`src/lms_pkg.sv`:
```
// lms_pkg: shared constants for the lms autoassociative trainer
// used by lms_autoassociative_trainer and its checker
`default_nettype none
package lms_pkg;
   localparam int DimDefault      = 4;
   localparam int PatternsDefault = 2;
   localparam int ElemWidth       = 16;
   localparam int ErrWidth        = 18;
   localparam int RateWidth       = 16;
   localparam int EpochWidth      = 8;
   localparam int CsrIdxWidth     = 1;
   localparam logic [CsrIdxWidth-1:0] CsrLearningRate = 1'd0;
   localparam logic [CsrIdxWidth-1:0] CsrEpochCount   = 1'd1;
   localparam logic [RateWidth-1:0]  RateReset  = 16'd9830;
   localparam logic [EpochWidth-1:0] EpochReset = 8'd30;
endpackage
`default_nettype wire

```
`src/lms_autoassociative_trainer.sv`:
```
// lms_autoassociative_trainer: batch widrow-hoff trainer top level
// depends on lms_pkg
//
// usage: pattern elements enter on req_ (valid/stall), component-major,
// DIM*PATTERNS of them. after the last one the block clears the weights
// and trains epoch_count epochs, then sends DIM*DIM weights on rsp_ in
// row-major order, last_weight marking the final one.
// req_stall is high from the last element until the final weight is
// taken; elements before the last are taken one per cycle.
// training runs on a multiplier shared by the output and update sums,
// plus a rate multiplier, with registered-read memories.
// a stalled rsp_ transaction holds its payload; the block waits.
// reset (synchronous, active high) clears control and restores the
// register defaults; weights are cleared at the start of each training.
// csr_ writes land at once, to be done while the block is idle.
`default_nettype none
module lms_autoassociative_trainer #(
   parameter int DIM      = lms_pkg::DimDefault,
   parameter int PATTERNS = lms_pkg::PatternsDefault
) (
   input  wire logic                                clock,
   input  wire logic                                reset,
   input  wire logic                                req_valid,
   output      logic                                req_stall,
   input  wire logic signed [lms_pkg::ElemWidth-1:0] req_pattern_value,
   output      logic                                rsp_valid,
   input  wire logic                                rsp_stall,
   output      logic signed [lms_pkg::ElemWidth-1:0] rsp_weight_value,
   output      logic [1:0]                          rsp_weight_row,
   output      logic [1:0]                          rsp_weight_col,
   output      logic                                rsp_last_weight,
   input  wire logic                                csr_write,
   input  wire logic [lms_pkg::CsrIdxWidth-1:0]     csr_index,
   input  wire logic [lms_pkg::RateWidth-1:0]       csr_data
);
   localparam int NElem = DIM * PATTERNS;
   localparam int NW    = DIM * DIM;
   localparam int EW    = (NElem > 1) ? $clog2(NElem) : 1;
   localparam int WW    = $clog2(NW);
   localparam int DW    = (DIM > 1) ? $clog2(DIM) : 1;
   localparam int PW    = (PATTERNS > 1) ? $clog2(PATTERNS) : 1;
   localparam int DCW   = $clog2(DIM + 1);
   localparam int PCW   = $clog2(PATTERNS + 1);
   localparam int AccW  = 48;
   localparam int UpdW  = 40;
   localparam int DpW   = UpdW + lms_pkg::RateWidth + 1;

   typedef enum logic [8:0] {
      S_LOAD  = 9'b000000001,
      S_CLEAR = 9'b000000010,
      S_ORD   = 9'b000000100,
      S_OMAC  = 9'b000001000,
      S_OFIN  = 9'b000010000,
      S_URD   = 9'b000100000,
      S_UMAC  = 9'b001000000,
      S_UFIN  = 9'b010000000,
      S_EMIT  = 9'b100000000
   } state_type;

   state_type state_ff, state_in;

   logic signed [15:0] pat_mem [NElem];
   logic signed [15:0] w_mem   [NW];
   logic signed [17:0] err_mem [NElem];

   logic [15:0] rate_ff;
   logic [7:0]  epochs_ff;
   logic [EW-1:0] load_ff, load_in;
   logic [7:0]  ep_ff, ep_in;
   logic [DW-1:0] i_ff, i_in, j_ff, j_in;
   logic [PW-1:0] k_ff, k_in;
   logic [DCW-1:0] t_ff, t_in;        // inner term counter for output pass
   logic [PCW-1:0] u_ff, u_in;        // inner term counter for update pass
   logic [1:0] ph_ff, ph_in;          // read / multiply / accumulate phase
   logic [WW:0] n_ff, n_in;
   logic signed [AccW-1:0] acc_ff, acc_in;
   logic signed [35:0] prod_ff;
   logic signed [17:0] opa_ff, opa_in;
   logic signed [15:0] opb_ff, opb_in;
   logic signed [15:0] rb_ff;
   logic signed [17:0] re_ff;
   logic signed [15:0] rw_ff;
   logic [EW-1:0] ra_addr, rb_addr;
   logic [WW-1:0] rw_addr;
   logic rv_ff, rv_in;
   logic signed [15:0] rsp_val_ff;
   logic [1:0] row_ff, col_ff;
   logic last_ff;
   logic we_w;
   logic [WW-1:0] w_waddr;
   logic signed [15:0] w_wdata;
   logic we_e;
   logic [EW-1:0] e_waddr;
   logic signed [17:0] e_wdata;
   logic signed [AccW-1:0] rnd_o, rnd_d, sum_w;
   logic signed [DpW-1:0] dprod_ff;
   logic signed [AccW-1:0] e_diff;

   wire req_acc = req_valid && !req_stall;
   wire rsp_free = !rv_ff || !rsp_stall;

   assign req_stall = (state_ff != S_LOAD) || rv_ff;
   assign rsp_valid = rv_ff;
   assign rsp_weight_value = rsp_val_ff;
   assign rsp_weight_row = row_ff;
   assign rsp_weight_col = col_ff;
   assign rsp_last_weight = last_ff;

   always_ff @(posedge clock) begin
      if (reset) begin
         rate_ff <= lms_pkg::RateReset;
         epochs_ff <= lms_pkg::EpochReset;
      end else if (csr_write) begin
         if (csr_index == lms_pkg::CsrLearningRate) rate_ff <= csr_data;
         if (csr_index == lms_pkg::CsrEpochCount) epochs_ff <= csr_data[7:0];
      end
   end

   // memories
   always_ff @(posedge clock) begin
      if (req_acc) pat_mem[load_ff] <= req_pattern_value;
      rb_ff <= pat_mem[rb_addr];
      re_ff <= err_mem[ra_addr];
      rw_ff <= w_mem[rw_addr];
      if (we_w) w_mem[w_waddr] <= w_wdata;
      if (we_e) err_mem[e_waddr] <= e_wdata;
   end

   // address generation
   always_comb begin
      ra_addr = '0;
      rb_addr = '0;
      rw_addr = '0;
      unique case (state_ff)
         S_OMAC: begin
            rw_addr = WW'(i_ff * DIM + j_ff);
            rb_addr = EW'(j_ff * PATTERNS + k_ff);
         end
         S_OFIN: rb_addr = EW'(i_ff * PATTERNS + k_ff);
         S_UMAC: begin
            ra_addr = EW'(i_ff * PATTERNS + k_ff);
            rb_addr = EW'(j_ff * PATTERNS + k_ff);
         end
         S_UFIN, S_EMIT: rw_addr = WW'(n_ff[WW-1:0]);
         default: ;
      endcase
   end

   always_ff @(posedge clock) begin
      prod_ff <= opa_ff * opb_ff;
      dprod_ff <= $signed(acc_ff[UpdW-1:0]) * $signed({1'b0, rate_ff});
   end

   assign rnd_o = acc_ff + (AccW'(1) <<< 11);
   assign e_diff = AccW'(rb_ff) - (rnd_o >>> 12);
   assign rnd_d = AccW'((dprod_ff + (DpW'(1) <<< 27)) >>> 28);
   assign sum_w = AccW'(rw_ff) + rnd_d;

   always_comb begin
      state_in = state_ff;
      load_in = load_ff;
      ep_in = ep_ff;
      i_in = i_ff; j_in = j_ff; k_in = k_ff;
      t_in = t_ff; u_in = u_ff; ph_in = ph_ff; n_in = n_ff;
      acc_in = acc_ff; opa_in = opa_ff; opb_in = opb_ff;
      rv_in = rv_ff && rsp_stall;
      we_w = 1'b0; w_waddr = '0; w_wdata = '0;
      we_e = 1'b0; e_waddr = '0; e_wdata = '0;
      unique case (state_ff)
         S_LOAD: begin
            if (req_acc) begin
               if (load_ff == EW'(NElem - 1)) begin
                  load_in = '0;
                  n_in = '0;
                  state_in = S_CLEAR;
               end else begin
                  load_in = load_ff + 1'b1;
               end
            end
         end
         S_CLEAR: begin
            we_w = 1'b1;
            w_waddr = n_ff[WW-1:0];
            n_in = n_ff + 1'b1;
            if (n_ff == (WW+1)'(NW - 1)) begin
               ep_in = '0;
               n_in = '0;
               state_in = S_ORD;
            end
         end
         S_ORD: begin
            i_in = '0; j_in = '0; k_in = '0; t_in = '0; ph_in = '0;
            n_in = '0;
            acc_in = '0;
            if (ep_ff == epochs_ff) state_in = S_EMIT;
            else state_in = S_OMAC;
         end
         S_OMAC: begin
            // ph 0: read, 1: load operands, 2: multiply, 3: accumulate
            ph_in = ph_ff + 1'b1;
            if (ph_ff == 2'd1) begin
               opa_in = 18'(rw_ff);
               opb_in = rb_ff;
            end
            if (ph_ff == 2'd3) begin
               acc_in = acc_ff + AccW'(prod_ff);
               ph_in = '0;
               if (t_ff == DCW'(DIM - 1)) begin
                  t_in = '0;
                  state_in = S_OFIN;
               end else begin
                  t_in = t_ff + 1'b1;
                  j_in = j_ff + 1'b1;
               end
            end
         end
         S_OFIN: begin
            ph_in = ph_ff + 1'b1;
            if (ph_ff == 2'd1) begin
               we_e = 1'b1;
               e_waddr = EW'(i_ff * PATTERNS + k_ff);
               if (e_diff > 48'sd131071) e_wdata = 18'sd131071;
               else if (e_diff < -48'sd131072) e_wdata = -18'sd131072;
               else e_wdata = e_diff[17:0];
               ph_in = '0;
               acc_in = '0;
               j_in = '0;
               state_in = S_OMAC;
               if (k_ff == PW'(PATTERNS - 1)) begin
                  k_in = '0;
                  if (i_ff == DW'(DIM - 1)) begin
                     i_in = '0;
                     state_in = S_URD;
                  end else i_in = i_ff + 1'b1;
               end else k_in = k_ff + 1'b1;
            end
         end
         S_URD: begin
            acc_in = '0; ph_in = '0; u_in = '0; k_in = '0;
            state_in = S_UMAC;
         end
         S_UMAC: begin
            ph_in = ph_ff + 1'b1;
            if (ph_ff == 2'd1) begin
               opa_in = re_ff;
               opb_in = rb_ff;
            end
            if (ph_ff == 2'd3) begin
               acc_in = acc_ff + AccW'(prod_ff);
               ph_in = '0;
               if (u_ff == PCW'(PATTERNS - 1)) begin
                  u_in = '0;
                  k_in = '0;
                  n_in = (WW+1)'(i_ff * DIM + j_ff);
                  state_in = S_UFIN;
               end else begin
                  u_in = u_ff + 1'b1;
                  k_in = k_ff + 1'b1;
               end
            end
         end
         S_UFIN: begin
            // ph 0: weight read + rate multiply, 1: wait, 2: write
            ph_in = ph_ff + 1'b1;
            if (ph_ff == 2'd2) begin
               we_w = 1'b1;
               w_waddr = n_ff[WW-1:0];
               if (sum_w > 48'sd32767) w_wdata = 16'sh7fff;
               else if (sum_w < -48'sd32768) w_wdata = -16'sh8000;
               else w_wdata = sum_w[15:0];
               ph_in = '0;
               acc_in = '0;
               state_in = S_UMAC;
               if (j_ff == DW'(DIM - 1)) begin
                  j_in = '0;
                  if (i_ff == DW'(DIM - 1)) begin
                     i_in = '0;
                     ep_in = ep_ff + 1'b1;
                     state_in = S_ORD;
                  end else i_in = i_ff + 1'b1;
               end else j_in = j_ff + 1'b1;
            end
         end
         S_EMIT: begin
            // ph 0: read, 1: present
            if (ph_ff == 2'd0) begin
               ph_in = 2'd1;
            end else if (rsp_free) begin
               rv_in = 1'b1;
               ph_in = '0;
               if (j_ff == DW'(DIM - 1)) begin
                  j_in = '0;
                  if (i_ff == DW'(DIM - 1)) i_in = '0;
                  else i_in = i_ff + 1'b1;
               end else j_in = j_ff + 1'b1;
               if (n_ff == (WW+1)'(NW - 1)) begin
                  n_in = '0;
                  state_in = S_LOAD;
               end else n_in = n_ff + 1'b1;
            end
         end
         default: state_in = S_LOAD;
      endcase
   end

   always_ff @(posedge clock) begin
      acc_ff <= acc_in;
      opa_ff <= opa_in;
      opb_ff <= opb_in;
      if (state_ff == S_EMIT && ph_ff == 2'd1 && rsp_free) begin
         rsp_val_ff <= rw_ff;
         row_ff <= 2'(i_ff);
         col_ff <= 2'(j_ff);
         last_ff <= (n_ff == (WW+1)'(NW - 1));
      end
   end

   always_ff @(posedge clock) begin
      if (reset) begin
         state_ff <= S_LOAD;
         load_ff <= '0;
         ep_ff <= '0;
         i_ff <= '0; j_ff <= '0; k_ff <= '0;
         t_ff <= '0; u_ff <= '0; ph_ff <= '0; n_ff <= '0;
         rv_ff <= 1'b0;
      end else begin
         state_ff <= state_in;
         load_ff <= load_in;
         ep_ff <= ep_in;
         i_ff <= i_in; j_ff <= j_in; k_ff <= k_in;
         t_ff <= t_in; u_ff <= u_in; ph_ff <= ph_in; n_ff <= n_in;
         rv_ff <= rv_in;
      end
   end
endmodule
`default_nettype wire

```
`config.mk`:
```
export PLATFORM = sky130hd
export DESIGN_NAME = lms_autoassociative_trainer
export DESIGN_NICKNAME = d
export VERILOG_FILES = /design/src/lms_pkg.sv /design/src/lms_autoassociative_trainer.sv
export SDC_FILE = /design/constraint.sdc
export NUM_CORES = 2
export LEC_CHECK = 0
export ABC_AREA = 1
export BUFFER_PORTS_ARGS = -buffer_cell sky130_fd_sc_hd__clkbuf_2
export CELL_PAD_IN_SITES_DETAIL_PLACEMENT = 2
export CELL_PAD_IN_SITES_GLOBAL_PLACEMENT = 2
export CORE_ASPECT_RATIO = 0.9
export CORE_MARGIN = 2
export CORE_UTILIZATION = 45
export DETAILED_ROUTE_END_ITERATION = 10
export PLACE_DENSITY = 0.87
export RECOVER_POWER = 50
export SLEW_MARGIN = 20
export SYNTH_ARGS = -nofsm -noshare
export SYNTH_HDL_FRONTEND = slang
export SYNTH_SLANG_ARGS = --single-unit
```
`constraint.sdc`:
```
create_clock -name clock -period 10.1 [get_ports clock]
set_clock_uncertainty 0.2 [all_clocks]
set_input_delay 0 -clock clock [delete_from_list [all_inputs] [get_ports clock]]
set_output_delay 0 -clock clock [all_outputs]
set_load 0.05 [all_outputs]
```
==> key figures, run 1 <==
Status
  – Status: did not finish
  – Last stage: global routing (5_1_grt)
  – Halt Reason: [ERROR GRT-0232] Routing congestion too high. Check the congestion heatmap in the GUI.

Synthesis
  – Syn nets: slightly below 10000
  – Post-synthesis sequential area ratio: 30.7%
  – Synth Flop Type: edfxtp_1
  – Cell Area, Synth: 0.0732 mm2
  – Yosys cell types: between 70 and 80
  – Synth Instances: 8463
  – Synthesis Warnings: 0
  – Mean Syn Cell Area: 8.65 um2
  – EDFF count, synth: 631
  – Post-synthesis register bit count: between 800 and 900
  – Synth async-reset ratio: 0%

Floorplan
  – Initial core utilization: 45.3%
  – Num rows: 140
  – I/O Pins: 61
  – Die Wd: 429 um
  – Die Height: between 300 and 400 um

Clock tree
  – CTS H-tree lvls: 3
  – CTS sink count: 807
  – CTS Buf Count: 90
  – CTS Root Cell: clkbuf_16
  – Clk buf depth: 3
  – Setup bufs post-CTS: 0
  – Post_cts resized: 0

GRT
  – GRT overflow: roughly 670
  – Total track usage: 76.7%
  – Largest net degree at the start of global routing: 103

Placement
  – IO buf count: 60
  – GPL Wtd Cong: about 0.93
  – Post-DP HPWL: ~240 mm

STA
  – Worst_ep kind: sequential cell input
  – Worst endpoint, post-GRT repair: prod_ff[30]$_DFF_P_/D
repair_timing:
action | 4_1_cts
endpoints found under the hold margin | 178
setup endpoints to repair | 0
hold buffers | 74
Yosys cell counts (12+ instances only):
master,instances,area [um2]
nor3_1,74,370
nand2_1,1793,6730
a211oi_1,62,465
nor4_1,18,113
o21ai_1,22,110
o311ai_1,23,201
o21bai_1,13,97.6
o211ai_1,34,255
o21a_1,34,255
edfxtp_1,631,18900
a21oi_1,380,1900
inv_1,1960,7360
or3_1,31,194
buf_1,25,93.8
o32ai_1,16,140
dfxtp_1,176,3520
a31oi_1,68,425
o21ai_0,281,1410
or2_2,38,238
nor2_1,630,2360
o221ai_1,38,333
buf_2,39,195
a21o_1,18,135
ha_1,345,4320
xnor2_1,56,490
nand3_1,176,881
fa_1,892,17900
nor2_2,12,75.1
nand4_1,42,263
clkbuf_1,251,942
xor2_1,122,1070
o311a_1,18,180
metal layers:
metal / track usage (%) / overflow
met5: 40.1 / 2
met3: 63.5 / 27
met2: 90.6 / 375
met1: 76.1 / 14
met4: 77.9 / 255
cell families after synthesis:
family	count (synthesis)	synth area share [%]
compound gates	1032	8.39
xor+xnor	178	2.13
fa+ha+maj	1237	30.3
buf+inv	2306	12.0
flops	807	30.7
mux	7	0.108
simple gates	2896	16.3
per-stage QoR:
stage / util (%) / setup WS, ps / instances / area, um2 / hold slack [ps]
floorplan: - / 4070 / 8463 / 73200 / -101
global placement: 46.8 / 3060 / 10400 / 75600 / 33.6
detailed placement: 46.8 / 2720 / 10400 / 75700 / 64.2
CTS: 49.1 / 1760 / 10700 / 79500 / 11.2
==> inputs of run 2 (changes only) <==
- CELL_PAD_IN_SITES_DETAIL_PLACEMENT: 2 -> default
- CELL_PAD_IN_SITES_GLOBAL_PLACEMENT: 2 -> default
- CORE_ASPECT_RATIO: 0.9 -> default
- CORE_UTILIZATION: 45 -> 40
- PLACE_DENSITY: 0.87 -> default
- PLACE_DENSITY_LB_ADDON: default -> 0.15
==> run 2 against run 1 <==
Effect of this change: the flow now finishes, with violations (capacitance limit, slew limit); synthesized cell count unchanged; area after synthesis unchanged.
==> key figures, run 2 <==
STA
  – Setup violators final: 0
  – Slew @ Worst Pin: 3020 ps
  – RSZ-0062 raised after global routing: no
  – Final period utilization: approximately three quarters
  – Fmax achieved: 130 MHz
  – Slew Limit Headroom: -101%
  – Min Tclk post-route: 7700 ps
  – Setup Total Neg Slack: 0 ps
  – Final number of hold-violating endpoints: 0
  – Fin. max-slew vios: 244

Synthesis
  – Top area cells in the synthesized netlist: edfxtp_1 (26%), fa_1 (24%), inv_1 (10%) (unchanged)
  – Synth Flop Type: edfxtp_1 (unchanged)
  – Main combinational cell family by area after synthesis: adder cells (unchanged)
  – Commonest cells post-synth: inv_1 (1960), nand2_1 (1793), fa_1 (892) (unchanged)
  – Mux share of post-synthesis cell area: 0.108% (unchanged)
  – EDFF count, synth: 631 (unchanged)
  – Synthesis Warnings: 0 (unchanged)
  – Area leader, netlist: edfxtp_1 (unchanged)
  – Post-synthesis sequential area ratio: 30.7% (unchanged)
  – Mean Syn Cell Area: 8.65 um2 (unchanged)
  – Most common cell in the synthesized netlist: inv_1 (unchanged)
  – Syn nets: 9738 (unchanged)
  – Simple-gate share of the synthesized area: 16.3% (unchanged)
  – Post-synthesis register bit count: 807 (unchanged)
  – Yosys cell types: 74 (unchanged)
  – Cell Area, Synth: 0.0732 mm2 (unchanged)
  – Post-Synth Adder-Cell Area: 30.3% (unchanged)
  – Compound-gate portion of the synthesized area: 8.39% (unchanged)
  – Synth Instances: 8463 (unchanged)
  – Synth async-reset ratio: 0% (unchanged)
  – Post-synthesis xor/xnor area fraction: 2.13% (unchanged)
  – Top cell type's share of synthesized area: 25.9% (unchanged)

Finish
  – Share of cells above drive strength 1: 4.63%
  – Area added between synthesis and finish: 9.04%
  – Total Nets Final: 9751
  – Largest register FFs: 256
  – Fin area: 0.0798 mm2
  – Most common cell after layout, fill and taps aside: inv_1
  – Largest regs: w_mem: 256 flops, err_mem: 144 flops, pat_mem: 128 flops
  – Layout Cells excl Fill: 10900
  – Top reg by flops: w_mem
  – Most frequent cells in the layout: inv_1 (1963), nand2_1 (1798), fa_1 (892)
  – Final core occ: roughly 44%

Floorplan
  – Initial core utilization: 40.4% (was 45.3%)
  – I/O Pins: 61 (unchanged)
  – Die Wd: 432 um (was 429 um)
  – Die area: 0.186 mm2
  – Die Height: 432 um (was 387 um)
  – Core area: 0.181 mm2
  – Num rows: 156 (was 140)

GRT
  – Vias in the first global route: 57400
  – First-pass GRT wire length: 341 mm
  – Total track usage: 23.9%
  – Largest net degree at the start of global routing: 239
  – GRT overflow: 0
  – Initial antenna violation count: 4

Setup path
  – R2R Setup Slk: about 2400 ps
  – Worst reg2reg path startpoint: state_ff[2]$_SDFFE_PP0P_
  – Crit path largest cell delay: 2120 ps
  – Cell-by-cell trace of the critical path: nor2_1 > nand2_4 > nor2_1 > nand2_1 > inv_1 > nor2_4 > clkbuf_1 > inv_1 > nand2_1 > nor3b_2 > buf_4
  – Critical Path Fanout Max: 50
  – Worst path arrival time: 7800 ps
  – Crit Path Class: reg2reg
  – Crit path launch type: flip-flop
  – Worst EP required: 10210 ps
  – Worst reg2reg path endpoint: acc_ff[2]$_SDFFCE_PP0P_
  – Crit path from: state_ff[2]$_SDFFE_PP0P_
  – Max stage delay cell, worst path: clkbuf_1
  – Reg2Reg Depth: 11
  – Worst Setup End Kind: flip-flop

Drt
  – Drc violations: 0
  – Initial DRT Pass Iterations: 6
  – Post-DRT Antenna Nets: 0
  – DR vias: 55600
  – Detailed Route WL: 221 mm
  – Iter 0 DRT Violations: 3647
  – DR vias/cell: 5.09
  – Wire length per cell: 20.2 um

Placement
  – Placed insts: 10700 (was 10400)
  – Post-DP HPWL: 165 mm (was 241 mm)
  – GPL Wtd Cong: 0.927 (was 0.935)
  – Placed inst area: 0.0761 mm2 (was 0.0757 mm2)
  – IO buf count: 60 (unchanged)

Worst hold path
  – Hold Path End: rate_ff[5]$_SDFFE_PP1P_
  – Worst hold path startpoint: csr_data[5]
  – Hold depth: 4
  – Hold Path Class: in2reg

Clock tree
  – CTS Buf Count: 92 (was 90)
  – CTS H-tree lvls: 3 (unchanged)
  – Clk buf depth: 3 (unchanged)
  – CTS Root Cell: clkbuf_16 (unchanged)
  – CTS sink count: 807 (unchanged)
  – Clk_lat worst skew: 720 ps
  – Clock transition at path regs: 60 ps
  – CTS tree: built
  – Post_cts resized: 0 (unchanged)

Status
  – Status: complete, but fails checks (was did not finish)
  – Failing checks: capacitance limit, slew limit

Run
  – Max-Cap Viols: 9
-- run 2: cell families (layout without fill, tap and decap cells) --
group / count (synthesis) / in the layout
xor gates and xnor gates: 178 / 178
muxes: 7 / 7
adders and majority gates: 1237 / 1237
and+or+nand+nor: 2896 / 2896
other: 0 / 2
AOI/OAI and AO/OA: 1032 / 1032
DFF: 807 / 807
buffers and inverters: 2306 / 2399
-- run 2: how the worst max path moves through the flow --
| stage | end | slack [ps] | cells after the start |
|---|---|---|---|
| 3_3_place_gp | dprod_ff[40]$_DFF_P_ | 2610 | 20 |
| 3_5_place_dp | dprod_ff[40]$_DFF_P_ | 2660 | 20 |
| 5_1_grt | acc_ff[29]$_SDFFCE_PP0P_ | 2080 | 11 |
| 2_1_floorplan | dprod_ff[54]$_DFF_P_ | 4070 | 27 |
| 4_1_cts | dprod_ff[40]$_DFF_P_ | 2640 | 20 |
| 6_report | acc_ff[2]$_SDFFCE_PP0P_ | 2400 | 11 |
-- run 2: final cells by class --
| class | count | area (um2) |
|---|---|---|
| Fill cell | 18000 | 102000 |
| Multi-Input combinational cell | 5350 | 42000 |
| Sequential cell | 807 | 22500 |
| Inverter | 1975 | 7410 |
| Tap cell | 2370 | 2970 |
| Clock buffer | 117 | 2540 |
| Timing Repair Buffer | 250 | 1880 |
| Clock inverter | 57 | 566 |
| Antenna cell | 2 | 5.00 |
-- run 2: routing by layer --
| layer | track usage (%) | vias up | part of all wire, % |
|---|---|---|---|
| met5 | 0 | - | 0.014 |
| met4 | 7.70 | 4 | 3.3 |
| met3 | 2.42 | 322 | 4.9 |
| met2 | 40.8 | 1463 | 48 |
| met1 | 31.9 | 27600 | 44 |
| li1 | - | 26200 | - |
-- run 2: critical path: cells and delay by family (launching register included) --
kind	cells	cell delay [ps]
buffers and inverters	4	4540
DFF	1	380
and+or+nand+nor	7	2030
-- run 2: what timing repair did --
action	4_1_cts	5_1_grt
endpoints found under the hold margin	200	0
setup buffers	0	0
hold buffers	81	0
-- run 2: per-stage QoR --
stage / hold WS (ps) / setup WS (ps)
2_1_floorplan: -101 / 4070
3_3_place_gp: 17.9 / 2610
3_5_place_dp: 28.2 / 2660
4_1_cts: 14.3 / 2640
5_1_grt: 85.5 / 2080
6_report: 91.4 / 2400
Power of run 2 is left out: the tool's default activity adds up to more than one toggle a clock period on the data nets, which glitch-free logic cannot reach.
